## src/hw/rtl/rhfr_pkg.sv

```systemverilog
// rhfr_pkg: shared constants and types for the resampled history fractional read block
// no dependencies; used by rhfr_slice and resampled_history_fractional_read
package rhfr_pkg;

   // default sizes of the history ring
   localparam int DEPTH_DEF       = 1024;
   localparam int FRAC_BITS_DEF   = 8;
   localparam int SAMPLE_BITS_DEF = 16;

   // fixed field widths
   localparam int TIME_W    = 20;
   localparam int EPS_W     = 10;
   localparam int AGO_W     = 18;
   localparam int CSR_IDX_W = 2;
   localparam int CSR_DAT_W = 20;

   // register indexes
   localparam logic [CSR_IDX_W-1:0] CSR_SAMPLE_PERIOD = 2'd0;
   localparam logic [CSR_IDX_W-1:0] CSR_EPSILON       = 2'd1;

   // register reset values
   localparam logic [TIME_W-1:0] PERIOD_RESET  = 20'd16667;
   localparam logic [EPS_W-1:0]  EPSILON_RESET = 10'd100;

   // action codes
   localparam logic ACT_ADD  = 1'b0;
   localparam logic ACT_READ = 1'b1;

   // sequencer commands to the time slicing unit
   typedef struct packed {
      logic load;
      logic slice;
      logic advance;
   } slice_ctrl_type;

   // status back from the time slicing unit
   typedef struct packed {
      logic more;
   } slice_stat_type;

endpackage

```

## src/hw/rtl/rhfr_slice.sv

```systemverilog
// rhfr_slice: time slicing unit, holds time to next slot, remaining delta and write pointer
// depends on rhfr_pkg
module rhfr_slice #(
   parameter int DEPTH = rhfr_pkg::DEPTH_DEF
) (
   input  logic                         clock,
   input  logic                         reset,
   input  rhfr_pkg::slice_ctrl_type     ctrl,
   input  logic [rhfr_pkg::TIME_W-1:0]  load_delta,
   input  logic [rhfr_pkg::TIME_W-1:0]  period,
   input  logic [rhfr_pkg::EPS_W-1:0]   epsilon,
   output logic [$clog2(DEPTH)-1:0]     wr_ptr,
   output logic [$clog2(DEPTH)-1:0]     slot_ptr,
   output rhfr_pkg::slice_stat_type     stat
);

   localparam int AW = $clog2(DEPTH);
   localparam int TW = rhfr_pkg::TIME_W;
   localparam logic [AW-1:0] LAST = AW'(DEPTH - 1);

   logic [TW-1:0] ttns_ff, ttns_in;
   logic [TW-1:0] delta_ff, delta_in;
   logic [AW-1:0] wp_ff, wp_in;

   logic [TW:0]   rem;
   logic [TW:0]   reload;
   logic [TW-1:0] period_eff;
   logic [TW-1:0] eps_ext;
   logic [AW-1:0] wp_inc;
   logic          adv;

   assign eps_ext    = TW'(epsilon);
   assign period_eff = (period == '0) ? TW'(1) : period;
   assign rem        = {1'b0, ttns_ff} - {1'b0, delta_ff};
   assign reload     = {1'b0, ttns_ff} + {1'b0, period_eff};
   assign adv        = (ttns_ff < eps_ext) || (ttns_ff == '0);
   assign wp_inc     = (wp_ff == LAST) ? '0 : wp_ff + AW'(1);

   always_comb begin
      ttns_in  = ttns_ff;
      delta_in = delta_ff;
      wp_in    = wp_ff;
      if (ctrl.load) begin
         delta_in = load_delta;
      end else if (ctrl.slice) begin
         // take the smaller of time left and delta off both
         if (rem[TW]) begin
            delta_in = delta_ff - ttns_ff;
            ttns_in  = '0;
         end else begin
            delta_in = '0;
            ttns_in  = rem[TW-1:0];
         end
      end else if (ctrl.advance && adv) begin
         wp_in   = wp_inc;
         ttns_in = reload[TW] ? '1 : reload[TW-1:0];
      end
   end

   always_ff @(posedge clock) begin
      if (reset) begin
         ttns_ff  <= rhfr_pkg::PERIOD_RESET;
         delta_ff <= '0;
         wp_ff    <= '0;
      end else begin
         ttns_ff  <= ttns_in;
         delta_ff <= delta_in;
         wp_ff    <= wp_in;
      end
   end

   assign wr_ptr    = wp_ff;
   assign slot_ptr  = adv ? wp_inc : wp_ff;
   assign stat.more = delta_ff > eps_ext;

endmodule

```

## config.mk

```make
export PLATFORM = sky130hd
export DESIGN_NAME = rhfr_slice
export DESIGN_NICKNAME = d
export VERILOG_FILES = /design/src/hw/rtl/rhfr_pkg.sv /design/src/hw/rtl/rhfr_slice.sv
export SDC_FILE = /design/constraint.sdc
export NUM_CORES = 1
export LEC_CHECK = 0
export BUFFER_PORTS_ARGS = -buffer_cell sky130_fd_sc_hd__buf_2
export CORE_MARGIN = 4
export CORE_UTILIZATION = 60
export CTS_CLUSTER_DIAMETER = 50
export CTS_CLUSTER_SIZE = 8
export DETAILED_ROUTE_END_ITERATION = 6
export PLACE_DENSITY = 0.9
export SETUP_SLACK_MARGIN = 0.05
export SLEW_MARGIN = 25
export SYNTH_ARGS = -nofsm -noshare
export SYNTH_HDL_FRONTEND = slang
export SYNTH_SLANG_ARGS = --single-unit
```

## constraint.sdc

```tcl
create_clock -name clock -period 5.7 [get_ports clock]
set_input_delay 1.14 -clock clock [delete_from_list [all_inputs] [get_ports clock]]
set_output_delay 1.14 -clock clock [all_outputs]
set_load 0.01 [all_outputs]
```

**Word-level counts from Yosys, hierarchy flattened**

Index checks and enable logic that the tools add are counted.

- Bits in registers: 50
- Word-level logic and storage cells: 30
- Bits of input ports: 55
- Output and inout bits: 21

- Bitwise gates (word level): 2
- Muxes and demuxes: 10
- Equal/unequal tests: 1
- $add $sub $neg: 4
- $lt $le $gt $ge: 2
- Reductions and logical operators: 8

Operators by type and width:

| kind | number |
|---|---|
| $mux W20 | 8 |
| $logic_not A20 Y1 | 2 |
| $add A20 B20 Y21 | 1 |
| $sub A20 B20 Y21 | 1 |
| $gt A20 B10 Y1 | 1 |
| $lt A20 B10 Y1 | 1 |
| $mux W10 | 2 |
| $sub A20 B20 Y20 | 1 |
| $add A10 B1 Y10 const B | 1 |
| $eq A10 B10 Y1 const B | 1 |
| $reduce_bool A2 Y1 | 2 |
| $reduce_and A3 Y1 | 1 |
| $not A1 Y1 | 2 |
| $reduce_and A2 Y1 | 1 |
| $logic_and A1 B1 Y1 | 1 |
| $logic_or A1 B1 Y1 | 1 |

**Logic depth before layout (Yosys ltp)**

Gate-level depths: netlist of run 1.

- Depth in word-level cells: 6
- Mapped depth: 14
- Depth with buffers taken out: 13

**Worst setup path after synthesis of run 1**

OpenSTA, ideal clock, no wires.

- Path kind: input -> output
- Start point: input port epsilon[9] (netlist bit)
- End point: output port slot_ptr[3]
- Data required time: 4560 ps
- Stages: 10
- Path buffers: 1
- Setup slack: 1600 ps
- Arrival time: 2960 ps
- Path through: inv_1 > ha_1 > a211o_1 > a21oi_1 > nand2_1 > a31oi_1 > o21a_1 > buf_2 > nand2_1 > o31ai_1

- Longest elaborated chain between the ends: 3

Ends and longest elaborated chain:

| what | line | text |
|---|---|---|
| start, declared | rhfr_slice.sv:11 | `input logic [rhfr_pkg::EPS_W-1:0] epsilon,` |
| $lt A20 B10 Y1 | rhfr_slice.sv:36 | `assign adv = (ttns_ff < eps_ext) \|\| (ttns_ff == '0);` |
| $logic_or A1 B1 Y1 | rhfr_slice.sv:36 |  |
| $mux W10 | rhfr_slice.sv:73 | `assign slot_ptr = adv ? wp_inc : wp_ff;` |
| end, declared | rhfr_slice.sv:13 | `output logic [$clog2(DEPTH)-1:0] slot_ptr,` |

Every way passes these cells.

**Final worst setup path of run 1**

Ends and elaborated chain as after synthesis.

==> results of run 1 <==
==> worst max-delay path, cell delays in order <==
cell and delay, ps:
buf_2 70, inv_1 50, ha_1 310, a211o_1 260
a21oi_1 170, nand2_1 70, a31oi_1 350, o21a_1 510
nand2_1 150, o31ai_1 240, buf_2 170
==> layer usage <==
| layer | vias to the layer above | GRT usage (%) | share of wire [%] |
|---|---|---|---|
| met4 | 0 | 5.59 | 1.2 |
| met3 | 21 | 3.02 | 8.1 |
| met5 | - | 0 | 0 |
| met1 | 2842 | 41.2 | 46 |
| met2 | 256 | 45.5 | 44 |
| li1 | 3024 | - | - |
==> flip-flops by register name, summed over array words and instances (netlist names) <==
register	count
ttns_ff	20
delta_ff	20
wr_ptr	10
==> cells by family (layout without fill, tap and decap cells) <==
| logic type | after synthesis | count (layout) | share of synthesized area (%) |
|---|---|---|---|
| XOR/XNOR | 51 | 51 | 7.32 |
| multiplexers | 5 | 5 | 0.841 |
| buffers and inverters | 129 | 150 | 8.92 |
| AND/OR/NAND/NOR | 234 | 234 | 19.6 |
| AO/OA/AOI/OAI | 277 | 277 | 29.7 |
| adder cells (fa/ha/maj) | 82 | 82 | 17.2 |
| flip-flops | 50 | 50 | 16.4 |
==> report_power, final <==
part	internal (uW)	switching [uW]
clock	88.3	139
sequential	380	46.4
combinational	364	522
==> synthesized netlist by cell type, types with 4 or more instances <==
| library cell | n |
|---|---|
| a211o_1 | 4 |
| a211oi_1 | 21 |
| a211oi_2 | 5 |
| a21boi_0 | 4 |
| a21o_1 | 24 |
| a21oi_1 | 106 |
| a221oi_1 | 5 |
| a311oi_1 | 6 |
| a31oi_1 | 11 |
| and2_1 | 6 |
| and3_1 | 11 |
| buf_2 | 18 |
| buf_4 | 6 |
| clkbuf_1 | 39 |
| dfxtp_1 | 50 |
| ha_1 | 79 |
| inv_1 | 64 |
| mux2i_1 | 4 |
| nand2_1 | 58 |
| nand2b_1 | 8 |
| nand3_1 | 25 |
| nand4_1 | 11 |
| nor2_1 | 41 |
| nor2b_1 | 10 |
| nor3_1 | 32 |
| nor4_1 | 10 |
| o21a_1 | 12 |
| o21ai_0 | 33 |
| o21bai_1 | 11 |
| o22ai_1 | 5 |
| or2_2 | 4 |
| xnor2_1 | 32 |
| xor2_1 | 19 |
==> cell type report <==
| class | count | area (um2) | area share (%) |
|---|---|---|---|
| clock inverters | 3 | 23.8 | 0.368 |
| multi-input cells | 649 | 4560 | 70.6 |
| inverters | 64 | 240 | 3.72 |
| repair buffers | 78 | 402 | 6.22 |
| flip-flops and latches | 50 | 1000 | 15.5 |
| clock buffers | 5 | 68.8 | 1.07 |
| well taps | 133 | 166 | 2.58 |
==> metrics by stage <==
stage                     utilization [%]  power [uW]  hold WS (ps)  cell area [um2]  worst slack, ps
after floorplan                         -        1120           489             6100             1600
after global placement               64.7        1280           522             6350             1120
after detailed placement             64.8        1290           531             6370             1100
after CTS                            65.8        1520           547             6460             1090
after global routing                 65.8        1650           580             6460              823
final                                65.8        1540           550             6460             1060
==> worst max path at each step <==
stage,from,to,slack (ps),cells after the start
final,epsilon[9],slot_ptr[3],1060,11
after global routing,epsilon[9],slot_ptr[3],820,11
after CTS,epsilon[9],slot_ptr[3],1090,11
after detailed placement,epsilon[9],slot_ptr[3],1100,11
after global placement,epsilon[9],slot_ptr[3],1120,11
after floorplan,epsilon[9],slot_ptr[3],1600,10
==> run metrics, run 1 <==
CORE AREA 9820 um2; TNS Setup 0 ps; Layout fillers 891; WL per Instance 16.7 um; Global Route Usage Sum between 20% and 30%; Synth Flop Type dfxtp_1; router iterations before antenna repair 6; Post-synth ARST share 0%; Setup Viol. Count Final 0; maximum vdd drop approximately 140 uV; Worst Path Required roughly 4600 ps; die area approximately 12000 um2; Pleak around 0.0029 uW; worst reg2reg path endpoint ttns_ff[11]; R2R Setup Slk approximately 2400 ps; placed cells 974; gr ovfl total 0; TritonCTS Buffers 5; RSZ-0062 raised after global routing false; maximum level of the CTS H-tree 2; CP Capture Type output port; Yosys reg bits 50; reg-to-reg startpoint ttns_ff[0]; hold worst-path end wr_ptr[0]; via count around 6100; first-pass GRT wire length roughly 27000 um; Setup Crit Path Kind in -> out; initial core utilization between 60 and 70%; largest net degree at the start of global routing between 50 and 60; # port buffers 75; Critical Path AT 3500 ps; Mapped Cells 828; R2R depth 10; CTS root buffer clkbuf_8; syn nets between 900 and 1000; chip width 109 um; clock buffer depth 2; diode count 0; CP Max Fanout 13; Syn-to-layout area delta 5.84%; Clock Skews ~11 ps; later-pin clock latency in the skew report approximately 320 ps; Area contributors post-synth dfxtp_1, ha_1, a21oi_1; most frequent cells in the layout a21oi_1, ha_1, buf_2, inv_1, nand2_1; synth warn 0; starting DRC count in detailed routing 571; post-CTS sizing 0; Max Slew Vio Count 0; Worst Tran Pin Value between 900 and 1000 ps; synthesized area per cell between 7 and 8 um2; Netlist cell types 70; Ports 76; status complete, no violations; Final period util 81.4%; commonest non-fill, non-tap cell in the layout a21oi_1; DR DRC count 0; Hold Vio Cnt, Final 0; startpoint types input pin; Via density between 6 and 7; CTS tree done; Worst Hold Class reg -> reg; post-DP HPWL about 13000 um; Hold Crit Depth 2; post-CTS setup buffer count 0; Final ANT Viol Nets 0; placer congestion estimate ~0.96; Cell Area, Synth between 6000 and 7000 um2; layout cells sized above 1 12.8%; Rel. slew slack around 34%; Die Y around 110 um; sequential share of the synthesized area approximately 16%; Clk pin slew, worst setup/hold paths around 110 ps; HP Start wr_ptr[0]; fin nets around 1000; vias in the first global route ~5600; final wirelength 16400 um; antenna violations before repair 0; Max-Cap Viols 0; f_max approximately 220 MHz; CTS Hold Bufs 0; number of enable flip-flop cells after synthesis 0; FP Rows 36; Tmin final between 4000 and 5000 ps; clock sink total 50; Final Non-Filler Cells ~980; power per cell area around 240 nW/um2; Synth area leader dfxtp_1; Synth top area share 16.4%
Power figures use the tool's default switching activity.
==> run 2: changes to the inputs <==
--- a/config.mk
+++ b/config.mk
@@ -7,11 +7,11 @@
 export LEC_CHECK = 0
 export BUFFER_PORTS_ARGS = -buffer_cell sky130_fd_sc_hd__buf_2
 export CORE_MARGIN = 4
-export CORE_UTILIZATION = 60
+export CORE_UTILIZATION = 54
 export CTS_CLUSTER_DIAMETER = 50
 export CTS_CLUSTER_SIZE = 8
 export DETAILED_ROUTE_END_ITERATION = 6
-export PLACE_DENSITY = 0.9
+export PLACE_DENSITY = 0.86
 export SETUP_SLACK_MARGIN = 0.05
 export SLEW_MARGIN = 25
 export SYNTH_ARGS = -nofsm -noshare
==> constraint.sdc (replaced) <==
create_clock -name clock -period 4.1 [get_ports clock]
set_input_delay 0.82 -clock clock [delete_from_list [all_inputs] [get_ports clock]]
set_output_delay 0.82 -clock clock [all_outputs]
set_load 0.01 [all_outputs]
==> run 2 against run 1 <==
  * Register-to-register slack got worse by 1500 ps
  * Cell count grew 1.6%
  * Clock skew is 2.8 ps lower
  * Total power increased by 52%
  * Count of clock-buffer cells in the layout rose by 1
  * Highest routed layer unchanged
  * Worst hold slack lost 8.3 ps
  * Die area grew 10%
  * Sequential power is 38% higher
  * Combinational power grew 42%
  * Via count rose by 0.49%
==> run metrics, run 2 (same netlist as run 1, synthesis figures left out) <==
fin worst setup slack 299 ps (was 1060 ps); gr ovfl total 0 (unchanged); maximum level of the CTS H-tree 2 (unchanged); # port buffers 75 (unchanged); router iterations before antenna repair 5 (was 6); vias in the first global route 5681 (was 5645); die area 13100 um2 (was 11800 um2); first-pass GRT wire length 27700 um (was 27400 um); DP Worst Slack -406 ps (was 1100 ps); maximum vdd drop 200 uV (was 141 uV); Via density 6.19 (was 6.26); CP Max Fanout 13 (unchanged); later-pin clock latency in the skew report 300 ps (was 320 ps); antenna violations before repair 0 (unchanged); Die Y 114 um (was 109 um); hold worst-path end wr_ptr[0] (unchanged); Layout fillers 1053 (was 891); DR DRC count 0 (unchanged); HP Start wr_ptr[0] (unchanged); reg-to-reg startpoint ttns_ff[10] (was ttns_ff[0]); worst reg2reg path endpoint ttns_ff[18] (was ttns_ff[11]); placer congestion estimate 1.02 (was 0.961); Worst Path Required 3280 ps (was 4560 ps); Setup Crit Path Kind in -> out (unchanged); initial core utilization 55.8% (was 62.1%); FF+latch area 1000 um2 (unchanged); R2R depth 9 (was 10); Tmin final 3800 ps; clock buffer depth 2 (unchanged); sequence of cells on the critical path buf_2, inv_1, ha_1, nor3b_1, o21a_1, o21ai_0, nand2b_1, o21a_1, buf_12, mux2_2, buf_2 (was buf_2, inv_1, ha_1, a211o_1, a21oi_1, nand2_1, a31oi_1, o21a_1, nand2_1, o31ai_1, buf_2); via count 6173 (was 6143); TritonCTS Buffers 5 (unchanged); post-CTS setup buffer count 0 (unchanged); Max Slew Vio Count 0 (unchanged); Pleak 0.00304 uW (was 0.00295 uW); startpoint types input pin (unchanged); Hold Vio Cnt, Final 0 (unchanged); Max-Cap Viols 0 (unchanged); status complete, no violations (unchanged); starting DRC count in detailed routing 578 (was 571); Top Family by Delay on Critical Path compound AO/OA/AOI/OAI gates (unchanged); CTS tree done (unchanged); Hold Crit Depth 2 (unchanged); Clk pin slew, worst setup/hold paths 60 ps (was 110 ps); CTS root buffer clkbuf_16 (was clkbuf_8); Worst Hold Class reg -> reg (unchanged); total power 2340 uW (was 1540 uW); clock power share 21.0% (was 14.7%); Crit path buffers/inverters 4 (was 3); RSZ-0062 raised after global routing true (was false); fin nets 995 (was 985); Clock Skews 8.56 ps (was 11.3 ps); diode count 0 (unchanged); power per cell area 352 nW/um2 (was 238 nW/um2); Final period util 92.7%; FP Rows 38 (was 36); R2R Setup Slk 920 ps (was 2440 ps); Multi-input gate area 4580 um2 (was 4560 um2); CP max stage cell o21ai_0 (was o21a_1); Sw Ratio 42.4% (was 45.9%); Critical Path AT 2980 ps (was 3500 ps); Global Route Usage Sum 25.6% (was 28.3%); f_max about 260 MHz; largest net degree at the start of global routing 53 (unchanged); most frequent cells in the layout a21oi_1, ha_1, buf_2, inv_1, nand2_1 (unchanged); CP Capture Type output port (unchanged); final wirelength 16900 um (was 16400 um); WL per Instance 17.0 um (was 16.7 um); commonest non-fill, non-tap cell in the layout a21oi_1 (unchanged); Setup Viol. Count Final 0 (unchanged); Ports 76 (unchanged); post-DP HPWL 13200 um (was 13000 um); Internal 1350 uW (was 833 uW); chip width 114 um (was 109 um); Comb power frac 53.9% (was 57.6%); sw power 992 uW (was 707 uW); layout cells sized above 1 14.1% (was 12.8%); Crit path largest cell delay 420 ps (was 510 ps); CORE AREA 10900 um2 (was 9820 um2); Worst Tran Pin Value 989 ps (was 994 ps); Syn-to-layout area delta 9.00% (was 5.84%); Final ANT Viol Nets 0 (unchanged); Flop pwr share 25.2% (was 27.7%); clock sink total 50 (unchanged); Rel. slew slack 34.1% (was 33.8%)
==> run 2: changes by cell type in the layout (fill, tap and decap cells not counted) <==
cell / delta
a31oi_1: -1
a31oi_2: +1
buf_12: +1
buf_4: +9
bufinv_16: +1
clkbuf_16: +5
clkbuf_8: -4
clkinvlp_4: -2
inv_6: -1
nor4_1: -1
nor4_2: +1
o41ai_1: -1
o41ai_2: +1
==> run 2: cell type report <==
| type | count | area share [%] |
|---|---|---|
| Timing Repair Buffer | 88 | 7.36 |
| Tap cell | 140 | 2.63 |
| Clock inverter | 1 | 0.451 |
| Clock buffer | 6 | 2.09 |
| Inverter | 64 | 3.61 |
| Sequential cell | 50 | 15.0 |
| Multi-Input combinational cell | 649 | 68.8 |
==> run 2: worst register-to-register path: stages (launching register included) <==
cell and delay [ps]:
dfxtp_1 540, inv_1 170, ha_1 520, nand2_1 150, nor2_1 270, o21ai_1 190
o21ai_1 250, o221a_2 510, o21ai_0 210, a311oi_1 280
==> run 2: stage by stage <==
stage          cell area (um2)  TNS (ps)  instances  utilization (%)  hold slack, ps
6_report                  6650         0        998             60.8             542
5_1_grt                   6650         0        998             60.8             602
4_1_cts                   6640         0        998             60.7             539
3_5_place_dp              6460     -6720        991             59.1             530
3_3_place_gp              6450     -3490        990             59.0             529
2_1_floorplan             6100         0        828                -             489
==> run 2: repair_timing <==
item	CTS	global route
hold buffers	0	0
pin swaps	0	0
endpoints found under the hold margin	0	0
setup endpoints to repair	19	19
gates resized for setup	1	2
==> run 2: how the worst max path moves through the flow <==
stage | to | slack, ps | from | cells past startpoint
floorplan | slot_ptr[3] | 640 | epsilon[9] | 10
global placement | ttns_ff[16] | -220 | period[1] | 15
detailed placement | ttns_ff[16] | -410 | period[1] | 15
CTS | ttns_ff[2] | 80 | period[1] | 15
global route | ttns_ff[16] | 40 | period[1] | 15
finish | slot_ptr[1] | 300 | epsilon[8] | 11
==> run 2: metal layers <==
layer | global-route usage (%) | vias up | share of wire [%]
li1 | - | 3033 | -
met1 | 37.7 | 2841 | 46
met2 | 39.4 | 273 | 44
met3 | 3.22 | 26 | 9.4
met4 | 6.89 | 0 | 1.3
met5 | 0 | - | 0
==> run 2: power groups by stage <==
stage / Clock (uW) / Sequential [uW] / Combinational, uW
global route: 514 / 592 / 1390
floorplan: 0 / 574 / 976
finish: 490 / 589 / 1260
CTS: 494 / 585 / 1230
detailed placement: 0 / 596 / 1210
global placement: 0 / 594 / 1190
==> run 3: changes to the inputs <==
--- a/config.mk
+++ b/config.mk
@@ -5,9 +5,11 @@
 export SDC_FILE = /design/constraint.sdc
 export NUM_CORES = 1
 export LEC_CHECK = 0
+export ABC_AREA = 1
 export BUFFER_PORTS_ARGS = -buffer_cell sky130_fd_sc_hd__buf_2
+export CAP_MARGIN = 30
 export CORE_MARGIN = 4
-export CORE_UTILIZATION = 54
+export CORE_UTILIZATION = 55
 export CTS_CLUSTER_DIAMETER = 50
 export CTS_CLUSTER_SIZE = 8
 export DETAILED_ROUTE_END_ITERATION = 6
==> run 3 against run 2 <==
  * Sequential share of layout area shrank 1.7 points
  * Critical path depth grew 1
  * Die area is 12% higher
  * Worst hold slack got worse by 27 ps
  * Via count up 23%
  * Worst setup slack improved by 620 ps
  * Total power down 1.7%
  * Highest routed layer unchanged
==> run metrics, run 3 <==
TNS Setup 0 ps (unchanged); Via density 5.38 (was 6.19); chip width 121 um (was 114 um); CORE AREA 12300 um2 (was 10900 um2); Max-Cap Viols 0 (unchanged); Global Route Usage Sum 28.4% (was 25.6%); fin nets 1386 (was 995); Synth Flop Type dfxtp_1 (unchanged); # port buffers 75 (unchanged); Worst Path Required 3280 ps (about the same); R2R Setup Slk 1440 ps (was 920 ps); most used cell, CP nand2_1; layout cells sized above 1 11.0% (was 14.1%); Die Y 121 um (was 114 um); Setup Viol. Count Final 0 (unchanged); power per cell area 307 nW/um2 (was 352 nW/um2); Synth area leader nand2_1 (was dfxtp_1); TritonCTS Buffers 5 (unchanged); CTS root buffer clkbuf_16 (unchanged); RSZ-0062 raised after global routing false (was true); clock sink total 50 (unchanged); placer congestion estimate 0.984 (was 1.02); Worst Hold Class reg -> reg (unchanged); synthesized area per cell 5.77 um2 (was 7.37 um2); syn nets 1352 (was 965); Hold Crit Depth 2 (unchanged); commonest non-fill, non-tap cell in the layout nand2_1 (was a21oi_1); first-pass GRT wire length 33700 um (was 27700 um); DR DRC count 0 (unchanged); Area contributors post-synth nand2_1, dfxtp_1, ha_1 (was dfxtp_1, ha_1, a21oi_1); Netlist cell types 48 (was 70); R2R depth 13 (was 9); FP Rows 40 (was 38); Worst Tran Pin Value 753 ps (was 989 ps); CTS tree done (unchanged); Top Family by Delay on Critical Path simple AND/OR/NAND/NOR gates (was compound AO/OA/AOI/OAI gates); sequential share of the synthesized area 14.3% (was 16.4%); Clk pin slew, worst setup/hold paths 80 ps (was 60 ps); Ports 76 (unchanged); Syn-to-layout area delta 6.75% (was 9.00%); CP Max Fanout 22 (was 13); largest net degree at the start of global routing 28 (was 53); Crit path buffers/inverters 3 (was 4); CP max stage cell ha_1 (was o21ai_0); initial core utilization 57.2% (was 55.8%); gr ovfl total 0 (unchanged); CTS Hold Bufs 0 (unchanged); status complete, no violations (unchanged); Final ANT Viol Nets 0 (unchanged); starting DRC count in detailed routing 749 (was 578); Yosys reg bits 50 (unchanged); Hold Vio Cnt, Final 0 (unchanged); Post-synth ARST share 0% (unchanged); clock buffer depth 2 (unchanged); Final period util 77.5% (was 92.7%); Max Slew Vio Count 0 (unchanged); vias in the first global route 7002 (was 5681); die area 14600 um2 (was 13100 um2); most frequent cells in the layout nand2_1, inv_1, nor2_1, nand3_1, ha_1 (was a21oi_1, ha_1, buf_2, inv_1, nand2_1); antenna violations before repair 0 (unchanged); Crit path largest cell delay 300 ps (was 420 ps); synth warn 0 (unchanged); WL per Instance 14.5 um (was 17.0 um); number of enable flip-flop cells after synthesis 0 (unchanged); DP Worst Slack 695 ps (was -406 ps); Rel. slew slack 49.8% (was 34.1%); most numerous cell in the Yosys netlist nand2_1 (was a21oi_1); router iterations before antenna repair 5 (unchanged); Critical Path AT 2360 ps (was 2980 ps); maximum vdd drop 193 uV (was 200 uV); Clock Skews 11.4 ps (was 8.56 ps); CP Capture Type output port (unchanged); post-CTS sizing 0 (was 1); maximum level of the CTS H-tree 2 (unchanged); startpoint types input pin (unchanged); Pleak 0.00422 uW (was 0.00304 uW); Mapped Cells 1215 (was 828); Post-synth top cells nand2_1, inv_1, nor2_1 (was a21oi_1, ha_1, inv_1); sequence of cells on the critical path buf_2, inv_1, ha_1, nand2_1, nor2_1, nand2_1, nor2_1, nand2_1, nand2_1, nand2_2, o21ai_0, buf_2 (was buf_2, inv_1, ha_1, nor3b_1, o21a_1, o21ai_0, nand2b_1, o21a_1, buf_12, mux2_2, buf_2); Tmin final 3180 ps (was 3800 ps); fin worst setup slack 922 ps (was 299 ps); Cell Area, Synth 7010 um2 (was 6100 um2); final wirelength 20500 um (was 16900 um); f_max 315 MHz (was 263 MHz); Synth top area share 21.5% (was 16.4%); hold worst-path end delta_ff[0] (was wr_ptr[0]); via count 7623 (was 6173); Setup Crit Path Kind in -> out (unchanged); worst reg2reg path endpoint ttns_ff[19] (was ttns_ff[18]); HP Start delta_ff[0] (was wr_ptr[0]); reg-to-reg startpoint ttns_ff[7] (was ttns_ff[10]); post-DP HPWL 16900 um (was 13200 um); diode count 0 (unchanged); Worst Setup SP epsilon[7] (was epsilon[8]); later-pin clock latency in the skew report 310 ps (was 300 ps); post-CTS setup buffer count 0 (unchanged)
[run 3: worst max path at each step]
stage,end,slack [ps],cells past startpoint
2_1_floorplan,slot_ptr[0],1130,12
3_3_place_gp,ttns_ff[14],860,17
3_5_place_dp,ttns_ff[14],690,17
4_1_cts,slot_ptr[8],920,12
5_1_grt,slot_ptr[8],700,12
6_report,slot_ptr[2],920,12
[run 3: metal layers]
layer / part of all wire [%] / GRT usage [%] / routed length [um] / vias up
met2: 43 / 44.5 / 8890 / 284
met1: 46 / 39.5 / 9440 / 3390
li1: - / - / - / 3895
met3: 7.1 / 3.82 / 1460 / 54
met5: 0 / 0 / 0 / -
met4: 3.5 / 10.8 / 711 / 0
[run 3: worst min-delay path, delay by kind of cell, from the launching register on]
family           cells  cell delay (ps)
flip-flops           1              330
AND/OR/NAND/NOR      1               70
AO/OA/AOI/OAI        1               70
[run 3: cells by family after synthesis]
kind of cell	Yosys count	share of synthesized area (%)
flip-flops	50	14.3
XOR/XNOR	30	3.75
AO/OA/AOI/OAI	156	12.7
buffers and inverters	242	14.3
AND/OR/NAND/NOR	655	40.0
adder cells (fa/ha/maj)	82	15.0
[run 3: layout make-up]
| type | count | area [um2] |
|---|---|---|
| Clock buffer | 5 | 125 |
| Tap cell | 168 | 210 |
| Sequential cell | 50 | 1000 |
| Multi-Input combinational cell | 923 | 5010 |
| Inverter | 193 | 729 |
| Timing Repair Buffer | 76 | 383 |
| Fill cell | 1258 | 4780 |
| Clock inverter | 3 | 25.0 |
[run 3: metrics by stage]
step | utilization [%] | hold WS [ps] | instances | power [uW] | area, um2
after global placement | 59.8 | 499 | 1410 | 1810 | 7330
after detailed placement | 59.8 | 502 | 1410 | 1820 | 7330
after global routing | 61.0 | 550 | 1418 | 2480 | 7480
after floorplan | - | 481 | 1215 | 1550 | 7010
final | 61.0 | 515 | 1418 | 2300 | 7480
after CTS | 61.0 | 517 | 1418 | 2280 | 7480
[run 3: power breakdown]
part           leakage [uW]  switching, uW  total, uW  internal [uW]
combinational       0.00374            831       1260            434
sequential         0.000411           64.7        588            523
clock             0.0000704            217        447            230
